--- config.mk ---
export PLATFORM = sky130hd
export DESIGN_NAME = gamepad_packet_deframer_top
export DESIGN_NICKNAME = d
export VERILOG_FILES = /design/src/rtl/core/gpd_pkg.sv /design/src/rtl/core/gpd_front.sv /design/src/rtl/core/gpd_queue.sv /design/src/rtl/core/gpd_back.sv /design/src/rtl/core/gamepad_packet_deframer_top.sv
export SDC_FILE = /design/constraint.sdc
export NUM_CORES = 1
export LEC_CHECK = 0
export ABC_AREA = 1
export BUFFER_PORTS_ARGS = -buffer_cell sky130_fd_sc_hd__buf_2
export CAP_MARGIN = 20
export CORE_MARGIN = 2
export CORE_UTILIZATION = 50
export DETAILED_ROUTE_END_ITERATION = 7
export PLACE_DENSITY = 0.78
export REMOVE_ABC_BUFFERS = 1
export SETUP_SLACK_MARGIN = 0.15
export SKIP_CTS_REPAIR_TIMING = 1
export SYNTH_ARGS = -nofsm -noshare
export SYNTH_HDL_FRONTEND = slang
export SYNTH_HIERARCHICAL = 1
export SYNTH_SLANG_ARGS = --single-unit
--- constraint.sdc ---
create_clock -name clk -period 9.32 [get_ports clk]
set_input_delay 0.466 -clock clk [delete_from_list [all_inputs] [get_ports clk]]
set_output_delay 0.466 -clock clk [all_outputs]
set_load 0.02 [all_outputs]
--- src/rtl/core/gpd_pkg.sv ---
// Shared types and constants for the gamepad packet deframer.
package gpd_pkg;

	localparam int unsigned FRAME_LEN = 11;
	localparam int unsigned CNT_W = 4;
	localparam int unsigned CFG_IDX_W = 3;
	localparam int unsigned QUEUE_DEPTH = 2;

	localparam logic [CNT_W-1:0] CNT_HUNT = 4'd0;
	localparam logic [CNT_W-1:0] CNT_LAST = CNT_W'(FRAME_LEN - 1);

	localparam logic [1:0] ST_OK  = 2'd0;
	localparam logic [1:0] ST_HDR = 2'd1;
	localparam logic [1:0] ST_SUM = 2'd2;

	localparam logic [CFG_IDX_W-1:0] REG_SYNC_FIRST  = 3'd0;
	localparam logic [CFG_IDX_W-1:0] REG_SYNC_SECOND = 3'd1;
	localparam logic [CFG_IDX_W-1:0] REG_DEAD_ZONE   = 3'd2;
	localparam logic [CFG_IDX_W-1:0] REG_STICK_LIMIT = 3'd3;
	localparam logic [CFG_IDX_W-1:0] REG_TRIG_LIMIT  = 3'd4;

	typedef struct packed {
		logic [7:0] sync_first;
		logic [7:0] sync_second;
		logic [6:0] dead_zone;
		logic [6:0] stick_limit;
		logic [7:0] trig_limit;
	} cfg_t;

	typedef struct packed {
		logic [1:0]      status;
		logic [3:0][7:0] stick;
		logic [1:0][7:0] trig;
		logic [3:0]      btn;
	} frame_t;

endpackage

--- src/rtl/core/gpd_front.sv ---
// Byte collector: header hunt, frame capture, running checksum and frame check.
module gpd_front
	import gpd_pkg::*;
(
	input  logic       clk,
	input  logic       arst_n,
	input  cfg_t       cfg,
	input  logic       in_valid,
	output logic       in_stall,
	input  logic [7:0] rx_byte,
	input  logic       q_full,
	output logic       push,
	output frame_t     push_data
);

	logic [CNT_W-1:0] cnt_q;
	logic [7:0]       sum_q;
	logic [7:0]       hdr_q;
	logic [3:0][7:0]  stick_q;
	logic [1:0][7:0]  trig_q;
	logic [3:0]       btn_q;
	logic             accept;

	assign in_stall = q_full;
	assign accept   = in_valid && !q_full;
	assign push     = accept && (cnt_q == CNT_LAST);

	always_comb begin
		push_data.stick = stick_q;
		push_data.trig  = trig_q;
		push_data.btn   = btn_q;
		if (hdr_q != cfg.sync_second) begin
			push_data.status = ST_HDR;
		end else if (sum_q != rx_byte) begin
			push_data.status = ST_SUM;
		end else begin
			push_data.status = ST_OK;
		end
	end

	always_ff @(posedge clk or negedge arst_n) begin
		if (!arst_n) begin
			cnt_q <= CNT_HUNT;
		end else if (accept) begin
			if (cnt_q == CNT_HUNT) begin
				if (rx_byte == cfg.sync_first) begin
					cnt_q <= cnt_q + 4'd1;
				end
			end else if (cnt_q == CNT_LAST) begin
				cnt_q <= CNT_HUNT;
			end else begin
				cnt_q <= cnt_q + 4'd1;
			end
		end
	end

	always_ff @(posedge clk) begin
		if (accept) begin
			if (cnt_q == CNT_HUNT) begin
				sum_q <= rx_byte;
			end else begin
				sum_q <= sum_q + rx_byte;
			end
			case (cnt_q)
				4'd1: hdr_q <= rx_byte;
				4'd2, 4'd3, 4'd4, 4'd5: stick_q[cnt_q[1:0] - 2'd2] <= rx_byte;
				4'd6, 4'd7: trig_q[cnt_q[0]] <= rx_byte;
				4'd8: btn_q <= rx_byte[3:0];
				default: ;
			endcase
		end
	end

	a_cnt_range: assert property (@(posedge clk) disable iff (!arst_n)
		cnt_q <= CNT_LAST)
		else $error("byte count beyond frame length");

	a_push_hunt: assert property (@(posedge clk) disable iff (!arst_n)
		push |=> cnt_q == CNT_HUNT)
		else $error("frame end did not return to hunt");

endmodule

--- src/rtl/core/gpd_queue.sv ---
// Two-entry queue of checked frames between collector and decoder.
module gpd_queue
	import gpd_pkg::*;
(
	input  logic   clk,
	input  logic   arst_n,
	input  logic   push,
	input  frame_t din,
	output logic   full,
	input  logic   pop,
	output frame_t dout,
	output logic   empty
);

	frame_t     mem_q [QUEUE_DEPTH];
	logic       wr_ptr_q;
	logic       rd_ptr_q;
	logic [1:0] count_q;

	assign full  = (count_q == 2'(QUEUE_DEPTH));
	assign empty = (count_q == 2'd0);
	assign dout  = mem_q[rd_ptr_q];

	always_ff @(posedge clk or negedge arst_n) begin
		if (!arst_n) begin
			wr_ptr_q <= 1'b0;
			rd_ptr_q <= 1'b0;
			count_q  <= 2'd0;
		end else begin
			if (push) begin
				wr_ptr_q <= ~wr_ptr_q;
			end
			if (pop) begin
				rd_ptr_q <= ~rd_ptr_q;
			end
			if (push && !pop) begin
				count_q <= count_q + 2'd1;
			end else if (pop && !push) begin
				count_q <= count_q - 2'd1;
			end
		end
	end

	always_ff @(posedge clk) begin
		if (push) begin
			mem_q[wr_ptr_q] <= din;
		end
	end

	a_no_overflow: assert property (@(posedge clk) disable iff (!arst_n)
		push |-> !full)
		else $error("push into full queue");

	a_no_underflow: assert property (@(posedge clk) disable iff (!arst_n)
		pop |-> !empty)
		else $error("pop from empty queue");

	a_count_range: assert property (@(posedge clk) disable iff (!arst_n)
		count_q <= 2'(QUEUE_DEPTH))
		else $error("queue count out of range");

endmodule

--- src/rtl/core/gpd_back.sv ---
// Decoder: applies dead zone and clamps, holds controller values, drives results.
module gpd_back
	import gpd_pkg::*;
(
	input  logic       clk,
	input  logic       arst_n,
	input  cfg_t       cfg,
	input  logic       q_empty,
	input  frame_t     q_data,
	output logic       pop,
	output logic       out_valid,
	input  logic       out_stall,
	output logic [1:0] frame_status,
	output logic [3:0][7:0] sticks,
	output logic [1:0][7:0] trigs,
	output logic [3:0] btns
);

	logic            out_valid_q;
	logic [1:0]      status_q;
	logic [3:0][7:0] stick_q;
	logic [1:0][7:0] trig_q;
	logic [3:0]      btn_q;
	logic [3:0][7:0] stick_dec;
	logic [1:0][7:0] trig_dec;

	function automatic logic [7:0] decode_stick(input logic [7:0] raw,
		input logic [6:0] dz, input logic [6:0] lim);
		logic signed [8:0] c;
		logic [7:0]        mag;
		logic signed [8:0] lim_s;
		c     = $signed({~raw[7], ~raw[7], raw[6:0]});
		mag   = c[8] ? 8'(-c) : c[7:0];
		lim_s = $signed({2'b00, lim});
		if (mag < {1'b0, dz}) begin
			c = 9'sd0;
		end
		if (c > lim_s) begin
			c = lim_s;
		end else if (c < -lim_s) begin
			c = -lim_s;
		end
		return c[7:0];
	endfunction

	always_comb begin
		for (int i = 0; i < 4; i++) begin
			stick_dec[i] = decode_stick(q_data.stick[i], cfg.dead_zone, cfg.stick_limit);
		end
		for (int i = 0; i < 2; i++) begin
			trig_dec[i] = (q_data.trig[i] > cfg.trig_limit) ? cfg.trig_limit : q_data.trig[i];
		end
	end

	assign pop          = !q_empty && (!out_valid_q || !out_stall);
	assign out_valid    = out_valid_q;
	assign frame_status = status_q;
	assign sticks       = stick_q;
	assign trigs        = trig_q;
	assign btns         = btn_q;

	always_ff @(posedge clk or negedge arst_n) begin
		if (!arst_n) begin
			out_valid_q <= 1'b0;
			status_q    <= ST_OK;
			stick_q     <= '0;
			trig_q      <= '0;
			btn_q       <= '0;
		end else begin
			if (pop) begin
				out_valid_q <= 1'b1;
				status_q    <= q_data.status;
				if (q_data.status == ST_OK) begin
					stick_q <= stick_dec;
					trig_q  <= trig_dec;
					btn_q   <= q_data.btn;
				end
			end else if (!out_stall) begin
				out_valid_q <= 1'b0;
			end
		end
	end

	a_held_on_reject: assert property (@(posedge clk) disable iff (!arst_n)
		pop && (q_data.status != ST_OK) |=> $stable(stick_q) && $stable(trig_q))
		else $error("held values changed on rejected frame");

endmodule

--- src/rtl/core/gamepad_packet_deframer_top.sv ---
// Top level of the gamepad packet deframer.
// Takes one received byte per cycle while in_stall is low. Bytes are dropped until the first header byte
// arrives; then eleven bytes form a frame, closed by an 8-bit additive checksum.
// Each frame end gives one result through the frame queue and the output registers: a status (accepted,
// second header wrong, checksum wrong) and the held stick, trigger and button values,
// which change only on accepted frames. A two-entry frame queue sits between the byte
// collector and the decoder, so bytes keep flowing while a result waits; in_stall
// rises only when that queue is full. Configuration is written through cfg_valid,
// which is always ready, and should be changed only while no frame is in flight.
module gamepad_packet_deframer_top
	import gpd_pkg::*;
(
	input  logic                 clk,
	input  logic                 arst_n,
	input  logic                 cfg_valid,
	output logic                 cfg_ready,
	input  logic [CFG_IDX_W-1:0] cfg_index,
	input  logic [7:0]           cfg_data,
	input  logic                 in_valid,
	output logic                 in_stall,
	input  logic [7:0]           rx_byte,
	output logic                 out_valid,
	input  logic                 out_stall,
	output logic [1:0]           frame_status,
	output logic signed [7:0]    left_x,
	output logic signed [7:0]    left_y,
	output logic signed [7:0]    right_x,
	output logic signed [7:0]    right_y,
	output logic [7:0]           left_trig,
	output logic [7:0]           right_trig,
	output logic                 button_a,
	output logic                 bumper_left,
	output logic                 bumper_right,
	output logic                 button_start
);

	cfg_t            cfg_q;
	logic            q_full;
	logic            q_empty;
	logic            push;
	logic            pop;
	frame_t          push_data;
	frame_t          pop_data;
	logic [3:0][7:0] sticks;
	logic [1:0][7:0] trigs;
	logic [3:0]      btns;

	assign cfg_ready = 1'b1;

	always_ff @(posedge clk or negedge arst_n) begin
		if (!arst_n) begin
			cfg_q.sync_first  <= 8'd7;
			cfg_q.sync_second <= 8'd33;
			cfg_q.dead_zone   <= 7'd5;
			cfg_q.stick_limit <= 7'd100;
			cfg_q.trig_limit  <= 8'd100;
		end else if (cfg_valid && cfg_ready) begin
			case (cfg_index)
				REG_SYNC_FIRST:  cfg_q.sync_first  <= cfg_data;
				REG_SYNC_SECOND: cfg_q.sync_second <= cfg_data;
				REG_DEAD_ZONE:   cfg_q.dead_zone   <= cfg_data[6:0];
				REG_STICK_LIMIT: cfg_q.stick_limit <= cfg_data[6:0];
				REG_TRIG_LIMIT:  cfg_q.trig_limit  <= cfg_data;
				default: ;
			endcase
		end
	end

	gpd_front u_front (
		.clk       (clk),
		.arst_n    (arst_n),
		.cfg       (cfg_q),
		.in_valid  (in_valid),
		.in_stall  (in_stall),
		.rx_byte   (rx_byte),
		.q_full    (q_full),
		.push      (push),
		.push_data (push_data)
	);

	gpd_queue u_queue (
		.clk    (clk),
		.arst_n (arst_n),
		.push   (push),
		.din    (push_data),
		.full   (q_full),
		.pop    (pop),
		.dout   (pop_data),
		.empty  (q_empty)
	);

	gpd_back u_back (
		.clk          (clk),
		.arst_n       (arst_n),
		.cfg          (cfg_q),
		.q_empty      (q_empty),
		.q_data       (pop_data),
		.pop          (pop),
		.out_valid    (out_valid),
		.out_stall    (out_stall),
		.frame_status (frame_status),
		.sticks       (sticks),
		.trigs        (trigs),
		.btns         (btns)
	);

	assign left_x       = sticks[0];
	assign left_y       = sticks[1];
	assign right_x      = sticks[2];
	assign right_y      = sticks[3];
	assign left_trig    = trigs[0];
	assign right_trig   = trigs[1];
	assign button_a     = btns[0];
	assign bumper_left  = btns[1];
	assign bumper_right = btns[2];
	assign button_start = btns[3];

endmodule
After elaboration in Yosys (flattened, before gate mapping)
Memory sizes are Yosys's and may differ from the RTL's.
Cells that the tools add are included.
W data, S select, Z words.
Cells by class
  add/sub/neg operators: 10
  magnitude comparators: 18
  equality and inequality tests: 19
  multiplexer cells: 36
  bitwise operators: 6
  reduce and logical (&&, ||, !) cells: 32
Operators with widths (count)
  $mux W8: 17
  $gt A9 B8 Y1: 4
  $lt A9 B9 Y1: 4
  $mux W9: 4
  $bwmux W32: 1
  $lt A8 B7 Y1: 4
  $neg A8 Y8: 4
  $reduce_and A2 Y1: 11
  $bwmux W16: 1
  $demux W8 S2: 1
  $eq A4 B3 Y1 const B: 4
  $gt A8 B8 Y1: 2
  $ne A8 B8 Y1: 2
  $mux W4: 3
  $neg A7 Y9: 1
  $add A8 B8 Y8: 1
  $demux W8 S1: 1
  $eq A4 B2 Y1 const B: 2
  $eq A4 B4 Y1 const B: 2
  $eq A8 B8 Y1: 1
  $mux W2: 4
  $logic_and A1 B1 Y1: 7
  $eq A3 B2 Y1 const B: 2
  $logic_not A1 Y1: 6
  23 further kinds: 32
Storage, ports and cells
  register bits after elaboration: 169
  RAM bits: 108
  input bits: 24
  output and inout port bits: 57
  logic and storage cells: 149
  memories kept: 1
Memories
  u_queue.mem_q: depth 2, bits a word 54, read ports 1, clocked after Yosys merged registers in 0, wr ports 1, RTL line gpd_queue.sv:15  | frame_t mem_q [QUEUE_DEPTH];

Depth between registers and ports, before layout
An unclocked memory read counts as a cell.
  word-level depth: 9
  depth in mapped cells: 31
  depth with buffers taken out: 28

Modules after synthesis
The synthesis kept the hierarchy.
By module, submodules not included
  gpd_back: times used 1, cells an instance 979, area each 6391.1 µm², sequential area each 1376.3 µm²
  gpd_queue: times used 1, cells an instance 193, area each 4352.9 µm², sequential area each 3343.2 µm²
  gpd_front: times used 1, cells an instance 241, area each 3083.0 µm², sequential area each 2142.1 µm²
  gamepad_packet_deframer_top: times used 1, cells an instance 176, area each 1604.0 µm², sequential area each 967.2 µm²

Worst setup path after synthesis
No wires, ideal clock.
  path type: reg-to-reg
  start: register u_queue.count_q[1]
  end: memory u_queue/mem_q[0][0] in the netlist's numbering (enable)
  setup time: 0.466 ns
  arrival: 3.473 ns
  data required time: 8.854 ns
  slack: 5.381 ns
  cell stages (with the launch flop): 8
  buffers on the path: 0
  period minus slack after synthesis: 3.939 ns
  cells stage by stage: dfrtp_1 inv_1 nor2_1 nor2_4 inv_1 nor2_1 inv_1 nor2_1
Between the ends
  longest elaborated chain between the ends: 6
RTL lines
  from (decl): RTL line gpd_queue.sv:18  | logic [1:0] count_q;
  from (signal assigned): RTL line gpd_queue.sv:37  | count_q <= count_q + 2'd1;
  from (signal assigned): RTL line gpd_queue.sv:39  | count_q <= count_q - 2'd1;
  $eq A2 B2 Y1: RTL line gpd_queue.sv:20  | assign full = (count_q == 2'(QUEUE_DEPTH));
  via q_full: RTL line gamepad_packet_deframer_top.sv:38  | logic q_full;
  $logic_not A1 Y1: RTL line gpd_front.sv:25  | assign accept = in_valid && !q_full;
  $logic_and A1 B1 Y1: RTL line gpd_front.sv:25
  via u_front.accept: RTL line gpd_front.sv:22  | logic accept;
  $logic_and A1 B1 Y1: RTL line gpd_front.sv:26  | assign push = accept && (cnt_q == CNT_LAST);
  via push: RTL line gamepad_packet_deframer_top.sv:40  | logic push;
  $mux W1: RTL line gpd_queue.sv:45  | if (push) begin
  $mux W1 (implied by the code): RTL line gpd_queue.sv:46  | mem_q[wr_ptr_q] <= din;
  to (decl): RTL line gpd_queue.sv:15
The timed path passes the listed nets, and every way through them passes these cells.

==> results.md <==
- Outcome: complete, no violations
- Met1 Resource Use GR: 0.282
- Yosys warns: 6
- Final Cycle Share: 0.556
- Vias in the first global route: 10900
- Number of CTS-inserted buffers: 28
- Fmax: 193 MHz
- WP buf/inv: 4
- Share of the synthesized area in the top cell type: 0.342
- Max-slew headroom: 0.385
- GRT Total Usage: 0.210
- Crit start category: register
- DRT iter0 DRCs: 1011
- Initial Util: 0.506
- Netlist Area Pre-Place: 15400 µm²
- GR Overflow Total: 0
- Clock root buffer master: clkbuf_16
- Synth area leaders: edfxtp_1 34%, dfrtp_1 14%, nand2_1 12%
- Antenna fix cells: 0
- Drt total wl: 34400 µm
- Detailed Place HPWL: 24700 µm
- DR WL/cell: 16.4 µm
- Clk buf depth: 3
- Largest stage delay, worst path: 0.76 ns
- Final Max Tran Viols: 0
- Yosys cell types: 53
- Die area: 32300 µm²
- Max-cap violation count: 0
- Lkg Pwr: 8.10 nW
- Worst-path clk slew: 0.07 ns
- TNS Setup: 0 ns
- Tmin final: 5.19 ns
- DRC errors left: 0
- #FFs+latches synth: 277
- Post-Syn Instances: 1589
- Core Area: 30500 µm²
- Clk_lat worst skew: 0.56 ns
- IO buf count: 79
- Crit-path max FO: 38
- Die Height: 180 µm
- Routed vias: 11200
- Commonest non-fill, non-tap cell in the layout: nand2_1
- Crit Path Class: register to register
- Final Hold Viols: 0
- Via density: 5.32
- CTS sink cnt: 277
- CTS tree: yes
- Sw frac: 0.425
- Register share of total power: 0.309
- Setup-failing EPs final: 0
- Switching power: 0.00235 W
- Total internal power: 0.00318 W
- Area of the multi-input gates: 6720 µm²
- Met2 Use GR: 0.359
- FF+latch area: 7830 µm²
- First-pass GRT wire length: 55500 µm
- Gr busiest metal: met2
- Unrepaired setup endpoints after global routing: false
- H-tree Lvls: 1
- Pin count of the biggest net entering global routing: 63
- CP endpoint kind: register
- Final net count: 1823
- Critical-path top delay cell: dfrtp_2
- VDD IR-drop max: 0.178 mV
- Final Core Density: 0.559
- Number of synthesized flops with an enable pin: 176
- Routability Congestion: 0.922
- Clock power frac: 0.203
- Layout cell share with drive strength beyond 1: 0.169
- Async SR Flop Fraction: 0.365
- # fillers: 2512
- Die width: 180 µm
- PwrDens: 324 nW/µm²
- Critical path data arrival time: 5.63 ns
- Worst setup margin: 4.13 ns
- Row count: 64
- Combinational power share: 0.488
- GRT met3 Usage: 0.0219
- Crit path max-delay family: simple AND/OR/NAND/NOR gates
- Skew final: 0.0247 ns
- Area Overhead vs Synth: 10.6%
- Setup WS pre-CTS: 4.23 ns
- Initial antenna violation count: 0
- CP dominant cell by count: nand2_1
- Final ANT Viol Nets: 0
- Worst Path Required: 9.77 ns
- Pre-Repair DR Iteration Count: 5
- Avg Synthesized Cell Area: 9.71 µm²
- IO Pins: 81
- Sequential-to-total area share from yosys stat: 0.507
- CP Cell Sequence: buf_4 > mux2_4 > inv_2 > ha_1 > nand2_1 > o31ai_1 > xor2_1 > ha_1 > a21oi_1 > nand2_1 > nor2_2 > nand2_2 > nand2_4 > inv_1 > ha_1 > nand2_1 > nor2_1 > nand3_1 > nand4_1 > nand2_1 > inv_2 > nor2_1 > o21ai_1 > nand2_1
- Yosys top cell by area: edfxtp_1
- Most frequent cells in the layout: 513 x nand2_1, 176 x edfxtp_1, 127 x inv_1
- Post-synth top flop: edfxtp_1
- Worst-margin pin slew: 0.919 ns
- Tightest Hold Check Type: input port to register
==> metrics by stage <==
step / power (W) / std cells / instance area, µm² / hold WS [ns]
after floorplan: 0.00375 / 1565 / 15200 / 0.170
after global placement: 0.00429 / 2045 / 16100 / 0.422
after detailed placement: 0.00438 / 2045 / 16100 / 0.430
after CTS: 0.00552 / 2097 / 17000 / -0.113
after global routing: 0.00598 / 2099 / 17100 / 0.141
final: 0.00552 / 2099 / 17100 / 0.135
==> flip-flops by register name (all words and copies together), names as in the netlist <==
signal and count:
u_queue/wr_ptr_q 1, u_front/hdr_q 8, u_queue/count_q 2, u_queue/mem_q 108
cfg_q 38, u_front/push_data 48, u_queue/rd_ptr_q 1, u_back/trigs 16
u_back/sticks 32, u_back/frame_status 2, u_front/sum_q 8, u_front/btn_q 4
u_front/cnt_q 4, u_back/btns 4, u_back/out_valid 1
==> synth_stat cells (3+ instances only) <==
cell type    n
buf_4        8
nor3_1       3
clkbuf_1     4
buf_6        4
o31ai_1      3
a21boi_1     4
nand4_1     14
o21ai_0     18
and3_1       8
nand2_2     10
or2_2        3
xor2_1      25
inv_2       38
nor2_4       7
mux2_2       5
nand3_1    105
a31oi_1      4
nor2_2       5
clkinv_1     3
inv_1      128
a21oi_1     47
buf_12       5
mux2_4      49
edfxtp_1   176
xnor2_1     14
nand2_1    513
nor2_1      97
ha_1       117
nand2_4     13
a21oi_2      4
o21ai_1     26
dfstp_2     13
dfrtp_1     88
==> final cells by class <==
type / count / share of cell area
flip-flops and latches: 277 / 0.459
inverters: 171 / 0.0378
multi-input cells: 1117 / 0.394
well taps: 396 / 0.0290
repair buffers: 86 / 0.0264
clock inverters: 17 / 0.0109
clock buffers: 35 / 0.0432
==> layer usage <==
| metal | up-vias | wire, µm | share of wire |
|---|---|---|---|
| li1 | 5448 | - | - |
| met1 | 5317 | 15100 | 0.44 |
| met2 | 340 | 16500 | 0.48 |
| met3 | 69 | 1810 | 0.053 |
| met4 | 0 | 976 | 0.028 |
| met5 | - | 0 | 0 |
==> worst paths after layout <==
| kind | cells after the start | slack [ns] | from | end |
|---|---|---|---|---|
| max in group asynchronous | 3 | 7.68 | arst_n | u_back/sticks[7] |
| min in group asynchronous | 2 | 0.43 | arst_n | u_back/trigs[14] |
| max | 24 | 4.13 | u_queue/rd_ptr_q | u_back/sticks[31] |
| min reg2reg | 0 | 0.44 | u_front/push_data[41] | u_queue/mem_q[0][41] |
| max reg2reg | 24 | 4.13 | u_queue/rd_ptr_q | u_back/sticks[31] |
| min | 3 | 0.13 | out_stall | u_back/out_valid |
==> worst register-to-register path, delay by kind of cell (launching register included) <==
family | cells | cell delay [ns]
simple gates | 12 | 1.35
buf+inv | 4 | 1.03
fa+ha+maj | 3 | 0.79
flops | 1 | 0.76
compound gates | 3 | 0.56
mux | 1 | 0.40
xor+xnor | 1 | 0.17
==> power groups by stage <==
stage / logic [W] / clock network (W) / registers, W
after global routing: 0.00305 / 0.00119 / 0.00174
after global placement: 0.00257 / 0 / 0.00172
after detailed placement: 0.00266 / 0 / 0.00173
after CTS: 0.00267 / 0.00114 / 0.00171
after floorplan: 0.00189 / 0 / 0.00187
final: 0.00270 / 0.00112 / 0.00171
==> logic make-up (layout without fill, tap and decap cells) <==
| kind of cell | after synthesis | count (layout) | share of synthesized area |
|---|---|---|---|
| AO/OA/AOI/OAI | 116 | 116 | 0.0427 |
| XOR/XNOR | 40 | 40 | 0.0232 |
| adder cells (fa/ha/maj) | 118 | 118 | 0.0962 |
| buffers and inverters | 195 | 309 | 0.0576 |
| flip-flops | 277 | 277 | 0.507 |
| multiplexers | 54 | 54 | 0.0513 |
| other | 1 | 1 | 0.000243 |
| AND/OR/NAND/NOR | 788 | 788 | 0.221 |
(Power assumes the default switching activity.)
